===== src/rtl/mqd_pkg.sv =====
// Shared types, field widths and codes for the multi-queue deque engine.
package mqd_pkg;

  localparam int unsigned NUM_QUEUES_DEF  = 32;
  localparam int unsigned QUEUE_DEPTH_DEF = 8;
  localparam int unsigned ID_WIDTH_DEF    = 16;

  localparam int unsigned QSEL_W     = 5;
  localparam int unsigned ENTRY_ID_W = 16;
  localparam int unsigned CODE_W     = 2;
  localparam int unsigned QCNT_W     = 4;

  localparam logic MODE_ADD  = 1'b0;
  localparam logic MODE_TAKE = 1'b1;

  localparam logic [CODE_W-1:0] RC_ADDED = 2'd0;
  localparam logic [CODE_W-1:0] RC_FULL  = 2'd1;
  localparam logic [CODE_W-1:0] RC_TAKEN = 2'd2;
  localparam logic [CODE_W-1:0] RC_EMPTY = 2'd3;

  typedef struct packed {
    logic                  mode;
    logic [QSEL_W-1:0]     queue_select;
    logic [ENTRY_ID_W-1:0] entry_id;
    logic                  urgent;
  } mqd_req_t;

  typedef struct packed {
    logic [CODE_W-1:0]     result_code;
    logic [ENTRY_ID_W-1:0] taken_id;
    logic [QCNT_W-1:0]     queue_count;
  } mqd_rsp_t;

  // Controller to datapath
  typedef struct packed {
    logic accept;          // latch request, read queue state
    logic commit;          // write back queue state and entry, or read entry
    logic load_out;        // load output register
    logic out_from_fetch;  // output comes from the entry read
  } mqd_cmd_t;

  // Datapath to controller
  typedef struct packed {
    logic take_hit;        // take on a non-empty queue, needs an entry read
  } mqd_status_t;

endpackage


===== src/rtl/mqd_ctrl.sv =====
// Sequencing state machine and output handshake of the multi-queue deque engine.
module mqd_ctrl (
  input  logic                clk_i,
  input  logic                rst_ni,
  input  logic                in_valid_i,
  output logic                in_ready_o,
  output logic                out_valid_o,
  input  logic                out_ready_i,
  output mqd_pkg::mqd_cmd_t   cmd_o,
  input  mqd_pkg::mqd_status_t status_i
);
  import mqd_pkg::*;

  typedef enum logic [2:0] {
    S_IDLE   = 3'b001,
    S_LOOKUP = 3'b010,
    S_FETCH  = 3'b100
  } state_e;

  state_e state_q, state_d;
  logic   out_valid_q, out_valid_d;
  logic   out_free;

  assign out_free = !out_valid_q || out_ready_i;

  always_comb begin
    state_d = state_q;
    cmd_o   = '0;
    in_ready_o = 1'b0;
    case (state_q)
      S_IDLE: begin
        in_ready_o = 1'b1;
        if (in_valid_i) begin
          cmd_o.accept = 1'b1;
          state_d      = S_LOOKUP;
        end
      end
      S_LOOKUP: begin
        if (status_i.take_hit) begin
          cmd_o.commit = 1'b1;
          state_d      = S_FETCH;
        end else if (out_free) begin
          cmd_o.commit   = 1'b1;
          cmd_o.load_out = 1'b1;
          state_d        = S_IDLE;
        end
      end
      S_FETCH: begin
        if (out_free) begin
          cmd_o.load_out       = 1'b1;
          cmd_o.out_from_fetch = 1'b1;
          state_d              = S_IDLE;
        end
      end
      default: begin
        state_d = S_IDLE;
      end
    endcase
  end

  always_comb begin
    out_valid_d = out_valid_q;
    if (cmd_o.load_out) begin
      out_valid_d = 1'b1;
    end else if (out_ready_i) begin
      out_valid_d = 1'b0;
    end
  end

  always_ff @(posedge clk_i or negedge rst_ni) begin
    if (!rst_ni) begin
      state_q     <= S_IDLE;
      out_valid_q <= 1'b0;
    end else begin
      state_q     <= state_d;
      out_valid_q <= out_valid_d;
    end
  end

  assign out_valid_o = out_valid_q;

  // A new beat appears only out of a lookup or an entry fetch
  a_out_source: assert property (@(posedge clk_i) disable iff (!rst_ni)
    $rose(out_valid_o) |-> ($past(state_q) == S_LOOKUP || $past(state_q) == S_FETCH))
    else $error("output beat without a finished request");

  // An entry fetch always follows a lookup that committed a take
  a_fetch_entry: assert property (@(posedge clk_i) disable iff (!rst_ni)
    (state_q == S_FETCH && $past(state_q) != S_FETCH) |->
      ($past(state_q) == S_LOOKUP && $past(status_i.take_hit)))
    else $error("fetch entered without a take");

  // A waiting result is never overwritten
  a_no_overrun: assert property (@(posedge clk_i) disable iff (!rst_ni)
    (out_valid_o && !out_ready_i) |-> !cmd_o.load_out)
    else $error("output register overwritten while stalled");

endmodule


===== config.mk =====
export PLATFORM = sky130hd
export DESIGN_NAME = mqd_ctrl
export DESIGN_NICKNAME = d
export VERILOG_FILES = /design/src/rtl/mqd_pkg.sv /design/src/rtl/mqd_ctrl.sv
export SDC_FILE = /design/constraint.sdc
export NUM_CORES = 1
export LEC_CHECK = 0
export BUFFER_PORTS_ARGS = -buffer_cell sky130_fd_sc_hd__buf_4
export CAP_MARGIN = 20
export CORE_AREA = 2 2 39 41
export DETAILED_ROUTE_END_ITERATION = 12
export DIE_AREA = 0 0 41 43
export PLACE_DENSITY = 0.45
export SKIP_LAST_GASP = 1
export SYNTH_ARGS = -nofsm -noshare
export SYNTH_HDL_FRONTEND = slang
export SYNTH_SLANG_ARGS = --single-unit

===== constraint.sdc =====
create_clock -name clk_i -period 1.2 [get_ports clk_i]
set_clock_uncertainty 0.1 [all_clocks]
set_input_delay 0.24 -clock clk_i [delete_from_list [all_inputs] [get_ports clk_i]]
set_output_delay 0.24 -clock clk_i [all_outputs]
set_load 0.005 [all_outputs]

==> flow_summary_export.csv <==
group,metric,value,unit
run_status,status,"finished with violations",
run_status,violations,"setup timing",
worst_setup_path,worst_r2r_endpoint,"state_q[1]$_DFFE_PN0P_",
grt,grt_pass1_vias,291,
logic_synthesis,synth.area.top_cells,"dfrtp_1 31%, dfstp_2 11%, nor3_1 8.2%",
clock_network,clk_latency,240,ps
worst_setup_path,ff2ff_path_depth,4,
finish,fill_cells,146,
routing,drtIter0Drc,2,
sta,min_period,1530,ps
logic_synthesis,yosysSeqAreaShare,41.3,%
logic_synthesis,synth_nets,31,
logic_synthesis,synthMostInstantiatedCell,"nor3_1",
logic_synthesis,synth_compound_area_share,17.3,%
logic_synthesis,synth.avg_cell_area,9.43,um^2
floorplan,core,1380,um^2
sta,fin_hold_ws,211,ps
sta,hold_viol,0,
sta,tightest_slew,228,ps
sta,period_share,128,%
logic_synthesis,synth_ff_type,"dfrtp_1",
logic_synthesis,synth.largest_area_cell,"dfrtp_1",
pwr,powerDensity,1250,nW/um^2
logic_synthesis,synth_adder_area_share,0,%
finish,n_antenna_cell,0,
worst_setup_path,startpoint,"state_q[1]$_DFFE_PN0P_",
grt,grt_util_all_layers,9.07,%
logic_synthesis,ys_ff_latch,4,
placement,port_buffers,10,
floorplan,die_y,43,um
routing,highest_layer,"met3",
worst_hold_path,min_delay_path_depth,3,
pwr,peakVddDrop,0.000566,V
worst_hold_path,hold_end,"state_q[1]$_DFFE_PN0P_",
sta,fmax,652,MHz
worst_hold_path,hold_path_class,"in2reg",
sta,setup_viol,7,
floorplan,placementRows,14,
logic_synthesis,synthesis.area,245,um^2
routing,dr.pass1.iters,2,
floorplan,start_util,17.7,%
routing,viasPerCell,4.31,
finish,drive_gt1_share,82.7,%
grt,grt_start_max_net_pins,6,
floorplan,dieWidth,41,um
worst_setup_path,cp.arrival,1190,ps
clock_network,clockBufferDepth,2,
worst_setup_path,worst_setup_path_start_kind,"register",
logic_synthesis,synthMuxAreaShare,0,%
logic_synthesis,synthDistinctLibCells,17,
clock_network,numClockSinks,4,
grt,antenna_found_initial,0,
worst_setup_path,reg2reg_slack,-20,ps
clock_network,root_buffer,"clkbuf_4",
worst_setup_path,path_max_fanout,3,
finish,utilization,40.7,%
logic_synthesis,synth_enable_flop_cells,0,
logic_synthesis,synth_top_family_by_area,"simple AND/OR/NAND/NOR gates",
floorplan,io_pins,11,
routing,finalWirelength,747,um
logic_synthesis,synthSimpleGateAreaFrac,36.7,%
logic_synthesis,synth_xor_area_share,0,%
finish,multi_input_area,214,um^2
placement,globalplace.congestion,0.766,
finish,synthToLayoutAreaGrowth,130,%
sta,fin_ws,-334,ps
worst_setup_path,critical_path_class,"reg2out",
grt,grt-ovfl-total,0,
logic_synthesis,postSynthCellCount,26,
worst_setup_path,cp-end-kind,"output port",
flow_run,drv_cap,0,
floorplan,design.die.area,1760,um^2
logic_synthesis,synth_top_area_share,30.6,%
routing,vias,293,
placement,dpl.hpwl,523,um
worst_setup_path,timing.rr.start,"state_q[1]$_DFFE_PN0P_",
logic_synthesis,ys_warn_count,0,
finish,regArea,101,um^2
logic_synthesis,synth_commonest_cells,"4 x nor3_1, 3 x dfrtp_1, 3 x nand2b_1, 2 x a211oi_1, 2 x nor2_1",
clock_network,cts_buffers,3,
routing,met1_length,310,um
clock_network,cts.htree.levels,1,
finish,layout.nets,58,
worst_hold_path,min_from,"status_i",
routing,drc_errors,0,
logic_synthesis,synthArstFlopShare,100,%
routing,wl_met2,405,um
clock_network,cts_tree,"yes",
sta,slew_headroom,84.8,%
routing,drt.antenna.violating_nets,0,
sta,rsz0062_at_grt,"true",
sta,maxSlewViolCount,0,
clock_network,clk_pin_slew,30,ps
worst_setup_path,critical_path_required,860,ps
routing,wl_per_cell,11.0,um
pwr,power.static_leakage,0.252,nW
routing,wl_met3,31,um
grt,grt_pass1_wl,1050,um
[where the power goes]
group	internal, mW	switching, mW	total, mW
Clock	0.125	0.0583	0.183
Sequential	0.164	0.0207	0.185
Combinational	0.202	0.130	0.333
[placed cells by master, fill, tap and decap left out, types with 2 or more instances in the layout]
cell	instances
nor2_2	2
nor3_2	3
clkbuf_4	3
nand2b_4	3
buf_6	6
buf_4	16
dfrtp_1	3
[sequential cells by signal, indices dropped and copies added, names as in the netlist]
| name | count |
|---|---|
| out_valid_o | 1 |
| state_q | 3 |
[final cells by class]
class                      count  area share (%)
sequential                     4            18.0
timing repair buffer          23            35.1
tap                           16            3.56
inverter                       1           0.667
clock buffer                   4            4.67
multi-input combinational     20            38.0
[critical path: stages (launching register included)]
cell	delay, ps
dfrtp_1	400
buf_6	140
nand3b_1	180
nor2_2	140
buf_4	120
[what timing repair did]
action / 4_1_cts / 5_1_grt
setup endpoints to repair: 8 / 10
setup buffers: 0 / 2
pin swaps: 2 / 5
hold buffers: 1 / 0
endpoints found under the hold margin: 4 / 0
gates resized for setup: 7 / 15
[stage by stage]
stage               std cells  power [mW]  area [um^2]  worst slack (ps)  TNS [ps]
global route               68       0.750          563              -416     -1960
global placement           62       0.423          415             -97.3      -393
CTS                        67       0.644          483              -365     -1690
floorplan                  26       0.277          245              -130      -130
detailed placement         62       0.425          415              -111      -443
finish                     68       0.701          563              -334     -1560
[worst max path at each step]
| stage | cells after the start | slack, ps | endpoint |
|---|---|---|---|
| after detailed placement | 4 | -110 | cmd_o[3] |
| after CTS | 4 | -360 | cmd_o[3] |
| after global placement | 4 | -100 | cmd_o[1] |
| after floorplan | 4 | -130 | cmd_o[1] |
| after global routing | 4 | -420 | cmd_o[3] |
| final | 4 | -330 | cmd_o[3] |
[metal layers]
layer | global-route usage [%] | vias to the layer above
li1 | - | 144
met1 | 9.77 | 143
met2 | 14.1 | 6
met3 | 3.14 | 0
met4 | 6.00 | 0
met5 | 0 | -
[logic make-up (layout without fill, tap and decap cells)]
logic type             Yosys count  count (layout)
and+or+nand+nor                 14              14
AOI/OAI and AO/OA                6               6
DFF                              4               4
buffers and inverters            2              28
(Power assumes the default switching activity.)
