[src/rtl/mqd_pkg.sv]
// Shared types, field widths and codes for the multi-queue deque engine.
package mqd_pkg;

  localparam int unsigned NUM_QUEUES_DEF  = 32;
  localparam int unsigned QUEUE_DEPTH_DEF = 8;
  localparam int unsigned ID_WIDTH_DEF    = 16;

  localparam int unsigned QSEL_W     = 5;
  localparam int unsigned ENTRY_ID_W = 16;
  localparam int unsigned CODE_W     = 2;
  localparam int unsigned QCNT_W     = 4;

  localparam logic MODE_ADD  = 1'b0;
  localparam logic MODE_TAKE = 1'b1;

  localparam logic [CODE_W-1:0] RC_ADDED = 2'd0;
  localparam logic [CODE_W-1:0] RC_FULL  = 2'd1;
  localparam logic [CODE_W-1:0] RC_TAKEN = 2'd2;
  localparam logic [CODE_W-1:0] RC_EMPTY = 2'd3;

  typedef struct packed {
    logic                  mode;
    logic [QSEL_W-1:0]     queue_select;
    logic [ENTRY_ID_W-1:0] entry_id;
    logic                  urgent;
  } mqd_req_t;

  typedef struct packed {
    logic [CODE_W-1:0]     result_code;
    logic [ENTRY_ID_W-1:0] taken_id;
    logic [QCNT_W-1:0]     queue_count;
  } mqd_rsp_t;

  // Controller to datapath
  typedef struct packed {
    logic accept;          // latch request, read queue state
    logic commit;          // write back queue state and entry, or read entry
    logic load_out;        // load output register
    logic out_from_fetch;  // output comes from the entry read
  } mqd_cmd_t;

  // Datapath to controller
  typedef struct packed {
    logic take_hit;        // take on a non-empty queue, needs an entry read
  } mqd_status_t;

endpackage

[src/rtl/mqd_ram.sv]
// Generic single-write, single-read RAM with registered read data.
module mqd_ram #(
  parameter int unsigned WIDTH = 16,
  parameter int unsigned DEPTH = 256,
  parameter int unsigned ADDR_W = (DEPTH > 1) ? $clog2(DEPTH) : 1
) (
  input  logic              clk_i,
  input  logic              wr_en_i,
  input  logic [ADDR_W-1:0] wr_addr_i,
  input  logic [WIDTH-1:0]  wr_data_i,
  input  logic              rd_en_i,
  input  logic [ADDR_W-1:0] rd_addr_i,
  output logic [WIDTH-1:0]  rd_data_o
);

  logic [WIDTH-1:0] mem_q [DEPTH];
  logic [WIDTH-1:0] rd_data_q;

  always_ff @(posedge clk_i) begin
    if (wr_en_i) begin
      mem_q[wr_addr_i] <= wr_data_i;
    end
  end

  // Hold read data when no read is issued
  always_ff @(posedge clk_i) begin
    if (rd_en_i) begin
      rd_data_q <= mem_q[rd_addr_i];
    end
  end

  assign rd_data_o = rd_data_q;

endmodule

[src/rtl/mqd_datapath.sv]
// Queue state and entry memories, ring pointer arithmetic and output register.
module mqd_datapath #(
  parameter int unsigned NUM_QUEUES  = mqd_pkg::NUM_QUEUES_DEF,
  parameter int unsigned QUEUE_DEPTH = mqd_pkg::QUEUE_DEPTH_DEF,
  parameter int unsigned ID_WIDTH    = mqd_pkg::ID_WIDTH_DEF
) (
  input  logic                 clk_i,
  input  logic                 rst_ni,
  input  mqd_pkg::mqd_req_t    in_req_i,
  output mqd_pkg::mqd_rsp_t    out_rsp_o,
  input  mqd_pkg::mqd_cmd_t    cmd_i,
  output mqd_pkg::mqd_status_t status_o
);
  import mqd_pkg::*;

  localparam int unsigned QIDX_W = (NUM_QUEUES > 1) ? $clog2(NUM_QUEUES) : 1;
  localparam int unsigned PTR_W  = (QUEUE_DEPTH > 1) ? $clog2(QUEUE_DEPTH) : 1;
  localparam int unsigned CNT_W  = $clog2(QUEUE_DEPTH + 1);
  localparam int unsigned SUM_W  = PTR_W + 1;
  localparam int unsigned SLOTS  = NUM_QUEUES * QUEUE_DEPTH;
  localparam int unsigned SLOT_W = (SLOTS > 1) ? $clog2(SLOTS) : 1;

  typedef struct packed {
    logic [PTR_W-1:0] head;
    logic [CNT_W-1:0] count;
  } qstate_t;

  localparam int unsigned ST_W = $bits(qstate_t);

  mqd_req_t            req_q;
  mqd_rsp_t            rsp_q;
  logic [QCNT_W-1:0]   take_cnt_q;
  logic [NUM_QUEUES-1:0] st_vld_q, st_vld_d;

  logic [31:0]         q_ext_in, q_ext;
  logic [QIDX_W-1:0]   qidx_in, qidx;
  logic                in_range;
  logic                st_vld;
  logic [ST_W-1:0]     st_rd_raw;
  qstate_t             st_rd, st_cur, st_new;
  logic                is_take, full, empty, add_ok, take_ok;
  logic [PTR_W-1:0]    head_dec, head_inc, tail_pos, wr_pos;
  logic [SUM_W-1:0]    tail_sum;
  logic [SLOT_W-1:0]   slot_base, wr_slot, rd_slot;
  logic [63:0]         id_in_ext, id_out_ext;
  logic [ID_WIDTH-1:0] ent_rd;
  logic [31:0]         cnt_ext;
  logic [QCNT_W-1:0]   cnt_out;
  logic [CODE_W-1:0]   code;
  logic                st_we, ent_we, ent_re;

  assign q_ext_in = 32'(in_req_i.queue_select);
  assign qidx_in  = q_ext_in[QIDX_W-1:0];
  assign q_ext    = 32'(req_q.queue_select);
  assign qidx     = q_ext[QIDX_W-1:0];
  assign in_range = q_ext < NUM_QUEUES;

  always_ff @(posedge clk_i) begin
    if (cmd_i.accept) begin
      req_q <= in_req_i;
    end
  end

  mqd_ram #(
    .WIDTH (ST_W),
    .DEPTH (NUM_QUEUES)
  ) u_state_ram (
    .clk_i     (clk_i),
    .wr_en_i   (st_we),
    .wr_addr_i (qidx),
    .wr_data_i (st_new),
    .rd_en_i   (cmd_i.accept),
    .rd_addr_i (qidx_in),
    .rd_data_o (st_rd_raw)
  );

  // A queue never written reads as empty with its head at zero
  assign st_rd  = st_rd_raw;
  assign st_vld = in_range && st_vld_q[qidx];
  assign st_cur = st_vld ? st_rd : '0;

  assign is_take = (req_q.mode == MODE_TAKE);
  assign full    = st_cur.count >= CNT_W'(QUEUE_DEPTH);
  assign empty   = st_cur.count == '0;
  assign add_ok  = in_range && !is_take && !full;
  assign take_ok = in_range && is_take && !empty;

  assign head_dec = (st_cur.head == '0) ? PTR_W'(QUEUE_DEPTH - 1) : st_cur.head - 1'b1;
  assign head_inc = (st_cur.head == PTR_W'(QUEUE_DEPTH - 1)) ? '0 : st_cur.head + 1'b1;

  // Count is below depth on a successful add, so one subtract wraps the tail
  assign tail_sum = SUM_W'(st_cur.head) + SUM_W'(st_cur.count);
  assign tail_pos = (tail_sum >= SUM_W'(QUEUE_DEPTH))
                  ? PTR_W'(tail_sum - SUM_W'(QUEUE_DEPTH)) : PTR_W'(tail_sum);
  assign wr_pos   = req_q.urgent ? head_dec : tail_pos;

  always_comb begin
    st_new = st_cur;
    if (add_ok) begin
      st_new.count = st_cur.count + 1'b1;
      if (req_q.urgent) begin
        st_new.head = head_dec;
      end
    end else if (take_ok) begin
      st_new.count = st_cur.count - 1'b1;
      st_new.head  = head_inc;
    end
  end

  assign slot_base = SLOT_W'(SLOT_W'(qidx) * SLOT_W'(QUEUE_DEPTH));
  assign wr_slot   = SLOT_W'(slot_base + SLOT_W'(wr_pos));
  assign rd_slot   = SLOT_W'(slot_base + SLOT_W'(st_cur.head));

  assign st_we  = cmd_i.commit && (add_ok || take_ok);
  assign ent_we = cmd_i.commit && add_ok;
  assign ent_re = cmd_i.commit && take_ok;

  assign id_in_ext = 64'(req_q.entry_id);

  mqd_ram #(
    .WIDTH (ID_WIDTH),
    .DEPTH (SLOTS)
  ) u_entry_ram (
    .clk_i     (clk_i),
    .wr_en_i   (ent_we),
    .wr_addr_i (wr_slot),
    .wr_data_i (id_in_ext[ID_WIDTH-1:0]),
    .rd_en_i   (ent_re),
    .rd_addr_i (rd_slot),
    .rd_data_o (ent_rd)
  );

  assign id_out_ext = 64'(ent_rd);

  always_comb begin
    st_vld_d = st_vld_q;
    if (st_we) begin
      st_vld_d[qidx] = 1'b1;
    end
  end

  always_ff @(posedge clk_i or negedge rst_ni) begin
    if (!rst_ni) begin
      st_vld_q <= '0;
    end else begin
      st_vld_q <= st_vld_d;
    end
  end

  assign cnt_ext = 32'(st_new.count);
  assign cnt_out = in_range ? cnt_ext[QCNT_W-1:0] : '0;

  always_comb begin
    if (is_take) begin
      code = take_ok ? RC_TAKEN : RC_EMPTY;
    end else begin
      code = add_ok ? RC_ADDED : RC_FULL;
    end
  end

  always_ff @(posedge clk_i) begin
    if (ent_re) begin
      take_cnt_q <= cnt_out;
    end
  end

  always_ff @(posedge clk_i) begin
    if (cmd_i.load_out) begin
      if (cmd_i.out_from_fetch) begin
        rsp_q.result_code <= RC_TAKEN;
        rsp_q.taken_id    <= id_out_ext[ENTRY_ID_W-1:0];
        rsp_q.queue_count <= take_cnt_q;
      end else begin
        rsp_q.result_code <= code;
        rsp_q.taken_id    <= '0;
        rsp_q.queue_count <= cnt_out;
      end
    end
  end

  assign out_rsp_o         = rsp_q;
  assign status_o.take_hit = take_ok;

  // Entry memory sees either an add or a take in one commit, never both
  a_one_entry_op: assert property (@(posedge clk_i) disable iff (!rst_ni)
    !(ent_we && ent_re))
    else $error("entry write and read in the same commit");

  // A written queue state never holds more entries than the ring has slots
  a_count_bound: assert property (@(posedge clk_i) disable iff (!rst_ni)
    st_we |-> (st_new.count <= CNT_W'(QUEUE_DEPTH)))
    else $error("queue count beyond depth");

endmodule

[config.mk]
export PLATFORM = sky130hd
export DESIGN_NAME = mqd_datapath
export DESIGN_NICKNAME = d
export VERILOG_FILES = /design/src/rtl/mqd_pkg.sv /design/src/rtl/mqd_ram.sv /design/src/rtl/mqd_datapath.sv
export SDC_FILE = /design/constraint.sdc
export NUM_CORES = 2
export LEC_CHECK = 0
export BUFFER_PORTS_ARGS = -buffer_cell sky130_fd_sc_hd__clkbuf_2
export CAP_MARGIN = 20
export CORE_UTILIZATION = 45
export CTS_CLUSTER_SIZE = 24
export DETAILED_ROUTE_END_ITERATION = 8
export RECOVER_POWER = 100
export SKIP_CTS_REPAIR_TIMING = 1
export SLEW_MARGIN = 5
export SYNTH_ARGS = -nofsm -noshare
export SYNTH_HDL_FRONTEND = slang
export SYNTH_MEMORY_MAX_BITS = 65536
export SYNTH_SLANG_ARGS = --single-unit
[constraint.sdc]
create_clock -name clk_i -period 10.94 [get_ports clk_i]
set_clock_uncertainty 0.2 [all_clocks]
set_input_delay 1.094 -clock clk_i [delete_from_list [all_inputs] [get_ports clk_i]]
set_output_delay 1.094 -clock clk_i [all_outputs]
set_load 0.005 [all_outputs]
==> results.cfg <==
[sta]
rsz0062_at_grt = false
drv_slew = 3653
hold_violations = 0
post-route-period-util_pct = 86.35
max_slew_margin_pct = -506.0
setup_violations = 0
tightestPinTransition_ns = 9.089
max_clock_freq_ghz = 0.1059
fin_tns_setup_ns = 0
min_period_ns = 9.446

[finish]
drive_above_1_share_pct = 17.16
utilization_pct = 50.86
area_growth_pct = 12.33
layout.nets = 10960
layout_common_cells = edfxtp_1, a21oi_1, nor2_1
mostFrequentLayoutCell = edfxtp_1

[global_routing]
grt-ovfl-total = 0
grt_use_total_pct = 28.85
grt_pass1_vias = 102700
grt_antenna_before_repair = 73
grt_first_pass_wirelength_mm = 811.2
grt_max_degree = 174

[clocking]
cts.sinks = 4424
root_buffer = clkbuf_16
clk_latency_ns = 1.03
htreeDepth = 5
cts_tree = built
cts_made_buffers = 446
clkTransAtPathRegs_ns = 0.06
cts_buffer_depth = 4

[yosys]
yosys_warnings = 0
synth_top_family_by_area = multiplexers
synth_xor_area_share_pct = 0.01970
synth-adder-area-share_pct = 0.05347
synthSimpleGateAreaFrac_pct = 3.947
ys_ff_latch = 4424
ys_types = 82
synth_area_mm2 = 0.1779
synthArstFlopShare_pct = 0.7233
syn_area_per_cell_um2 = 16.68
synth-compound-area-share_pct = 9.613
ys.flop_type = edfxtp_1
yosysSeqAreaShare_pct = 74.61
syn_nets = 10700
synthMuxAreaShare_pct = 9.777
syn_inst = 10660
synth_edf_count = 4392

[floorplan]
die_h_um = 630.7
die_area_mm2 = 0.3977
rows = 230
core_region_area_mm2 = 0.3928
die_w_um = 630.7
io_pins = 52
start_util_pct = 45.28

[power_and_ir_drop]
power.density_mw_per_mm2 = 196.0
ir_drop_mv = 0.1527
leakage_nw = 62.69

[flow_run]
max_cap_violations = 86

[critical_path]
cp.arrival_ns = 9.89
path_class = reg -> reg
cp_max_fo = 29
crit_required_ns = 11.38
end_kind = flop
cp-start-kind = flop

[placement]
gp_congestion = 0.9376
dpl.hpwl_mm = 354.7
portBuffers = 51

[route]
via_count = 107700
drt-total-wl_mm = 587.6
drt_first_pass_iters = 8
drc = 0
via_per_inst = 6.478
wire_per_inst_um = 35.34
antenna_left = 0
drt_first_iter_violations = 16730

[run_status]
violations = max-capacitance violations, max-slew violations
outcome = complete, but fails checks

[min_path]
hold_path_class = in -> reg
==> routing by layer <==
metal | wire, µm | share of wire [%] | global-route usage (%)
met5 | 405 | 0.069 | 0.2657
met1 | 221000 | 38 | 39.01
met3 | 71300 | 12 | 7.797
met2 | 260800 | 44 | 43.11
met4 | 33990 | 5.8 | 14.43
==> critical path, cell delays in order (launching register included) <==
cell,delay [ns]
edfxtp_1,0.33
buf_4,0.34
inv_1,0.46
o31ai_1,0.54
nor4_4,0.06
buf_4,0.27
o21ai_0,1.83
nand2_1,0.29
inv_1,0.34
ha_1,0.23
inv_1,0.08
fa_1,0.46
xnor2_1,0.18
mux2i_1,0.14
and2_0,0.28
nand2_1,0.39
clkbuf_1,1.60
nor2_1,0.55
clkbuf_1,0.46
==> cell type report <==
type	instances	area, µm²
sequential	4424	132700
multi-input combinational	5401	41950
clock inverter	286	2838
antenna	115	287.8
timing repair buffer	611	3724
fill	31970	193000
clock buffer	526	11590
inverter	43	182.7
tap	5220	6531
==> report_power, final <==
group          internal (W)  switching (W)
logic               0.00123        0.00361
clock network       0.00869        0.00655
registers            0.0190      0.0000658
total                0.0289         0.0102
==> kinds of logic after synthesis <==
| kind of cell | count (synthesis) |
|---|---|
| flops | 4424 |
| xor+xnor | 4 |
| buf+inv | 839 |
| simple gates | 1602 |
| fa+ha+maj | 7 |
| compound gates | 2600 |
| mux | 1188 |
==> per-stage QoR <==
step	cells	worst slack [ns]	cell area, µm²	power [W]	hold WS, ns
after floorplan	10660	4.772	177900	0.02206	0.2232
after global placement	15670	2.759	186000	0.02403	0.2374
after detailed placement	15690	3.285	186200	0.02410	0.2443
after CTS	16500	3.259	200700	0.03912	-0.05057
after global routing	16570	1.508	199700	0.04003	0.04210
final	16630	1.494	199800	0.03915	0.06190
==> path summary, 6_finish.rpt <==
kind | slack (ns) | startpoint | cells after the start | to
max | 1.49 | qidx[0] | 18 | u_entry_ram.mem_q[32][11]
max in group asynchronous | 9.11 | rst_ni | 1 | st_vld_q[2]
max reg2reg | 1.49 | qidx[0] | 18 | u_entry_ram.mem_q[32][11]
min in group asynchronous | 0.36 | rst_ni | 1 | st_vld_q[15]
min reg2reg | 0.26 | st_vld_q[29] | 1 | st_vld_q[29]
min | 0.06 | in_req_i[16] | 1 | id_in_ext[15]
==> state kept, by name (all words and copies together) (netlist names) <==
| signal | cells |
|---|---|
| id_in_ext | 16 |
| is_take | 1 |
| out_rsp_o | 22 |
| qidx | 5 |
| req_q | 1 |
| st_vld_q | 32 |
| take_cnt_q | 4 |
| u_entry_ram.mem_q | 4096 |
| u_entry_ram.rd_data_o | 16 |
| u_state_ram.mem_q | 224 |
| u_state_ram.rd_data_o | 7 |
==> synth_stat cells (17+ instances only) <==
master | n | share of area (%)
o221a_2 | 33 | 0.21
or2_2 | 42 | 0.15
dfrtp_1 | 32 | 0.45
nand4_1 | 31 | 0.11
buf_2 | 176 | 0.50
inv_1 | 39 | 0.082
a221o_1 | 17 | 0.096
mux4_2 | 394 | 5.0
a31oi_1 | 110 | 0.39
o32ai_1 | 22 | 0.11
and2_1 | 60 | 0.21
o211ai_1 | 125 | 0.53
a221oi_1 | 183 | 0.90
clkbuf_1 | 489 | 1.0
mux2i_1 | 341 | 1.9
o31ai_1 | 38 | 0.16
o21ai_0 | 504 | 1.4
buf_4 | 32 | 0.14
a2bb2oi_1 | 73 | 0.36
nor2_1 | 633 | 1.3
buf_1 | 94 | 0.20
o22ai_1 | 173 | 0.61
a21oi_1 | 718 | 2.0
nor3_1 | 37 | 0.10
mux2_2 | 453 | 2.9
nor2b_1 | 18 | 0.063
nand2_1 | 517 | 1.1
a21boi_0 | 131 | 0.55
edfxtp_1 | 4392 | 74
and3_1 | 64 | 0.23
a211oi_1 | 76 | 0.32
a21o_1 | 24 | 0.10
o2bb2ai_1 | 58 | 0.29
o221ai_1 | 137 | 0.67
nand3_1 | 137 | 0.39
No activity file was read; power rests on OpenSTA's default activity.
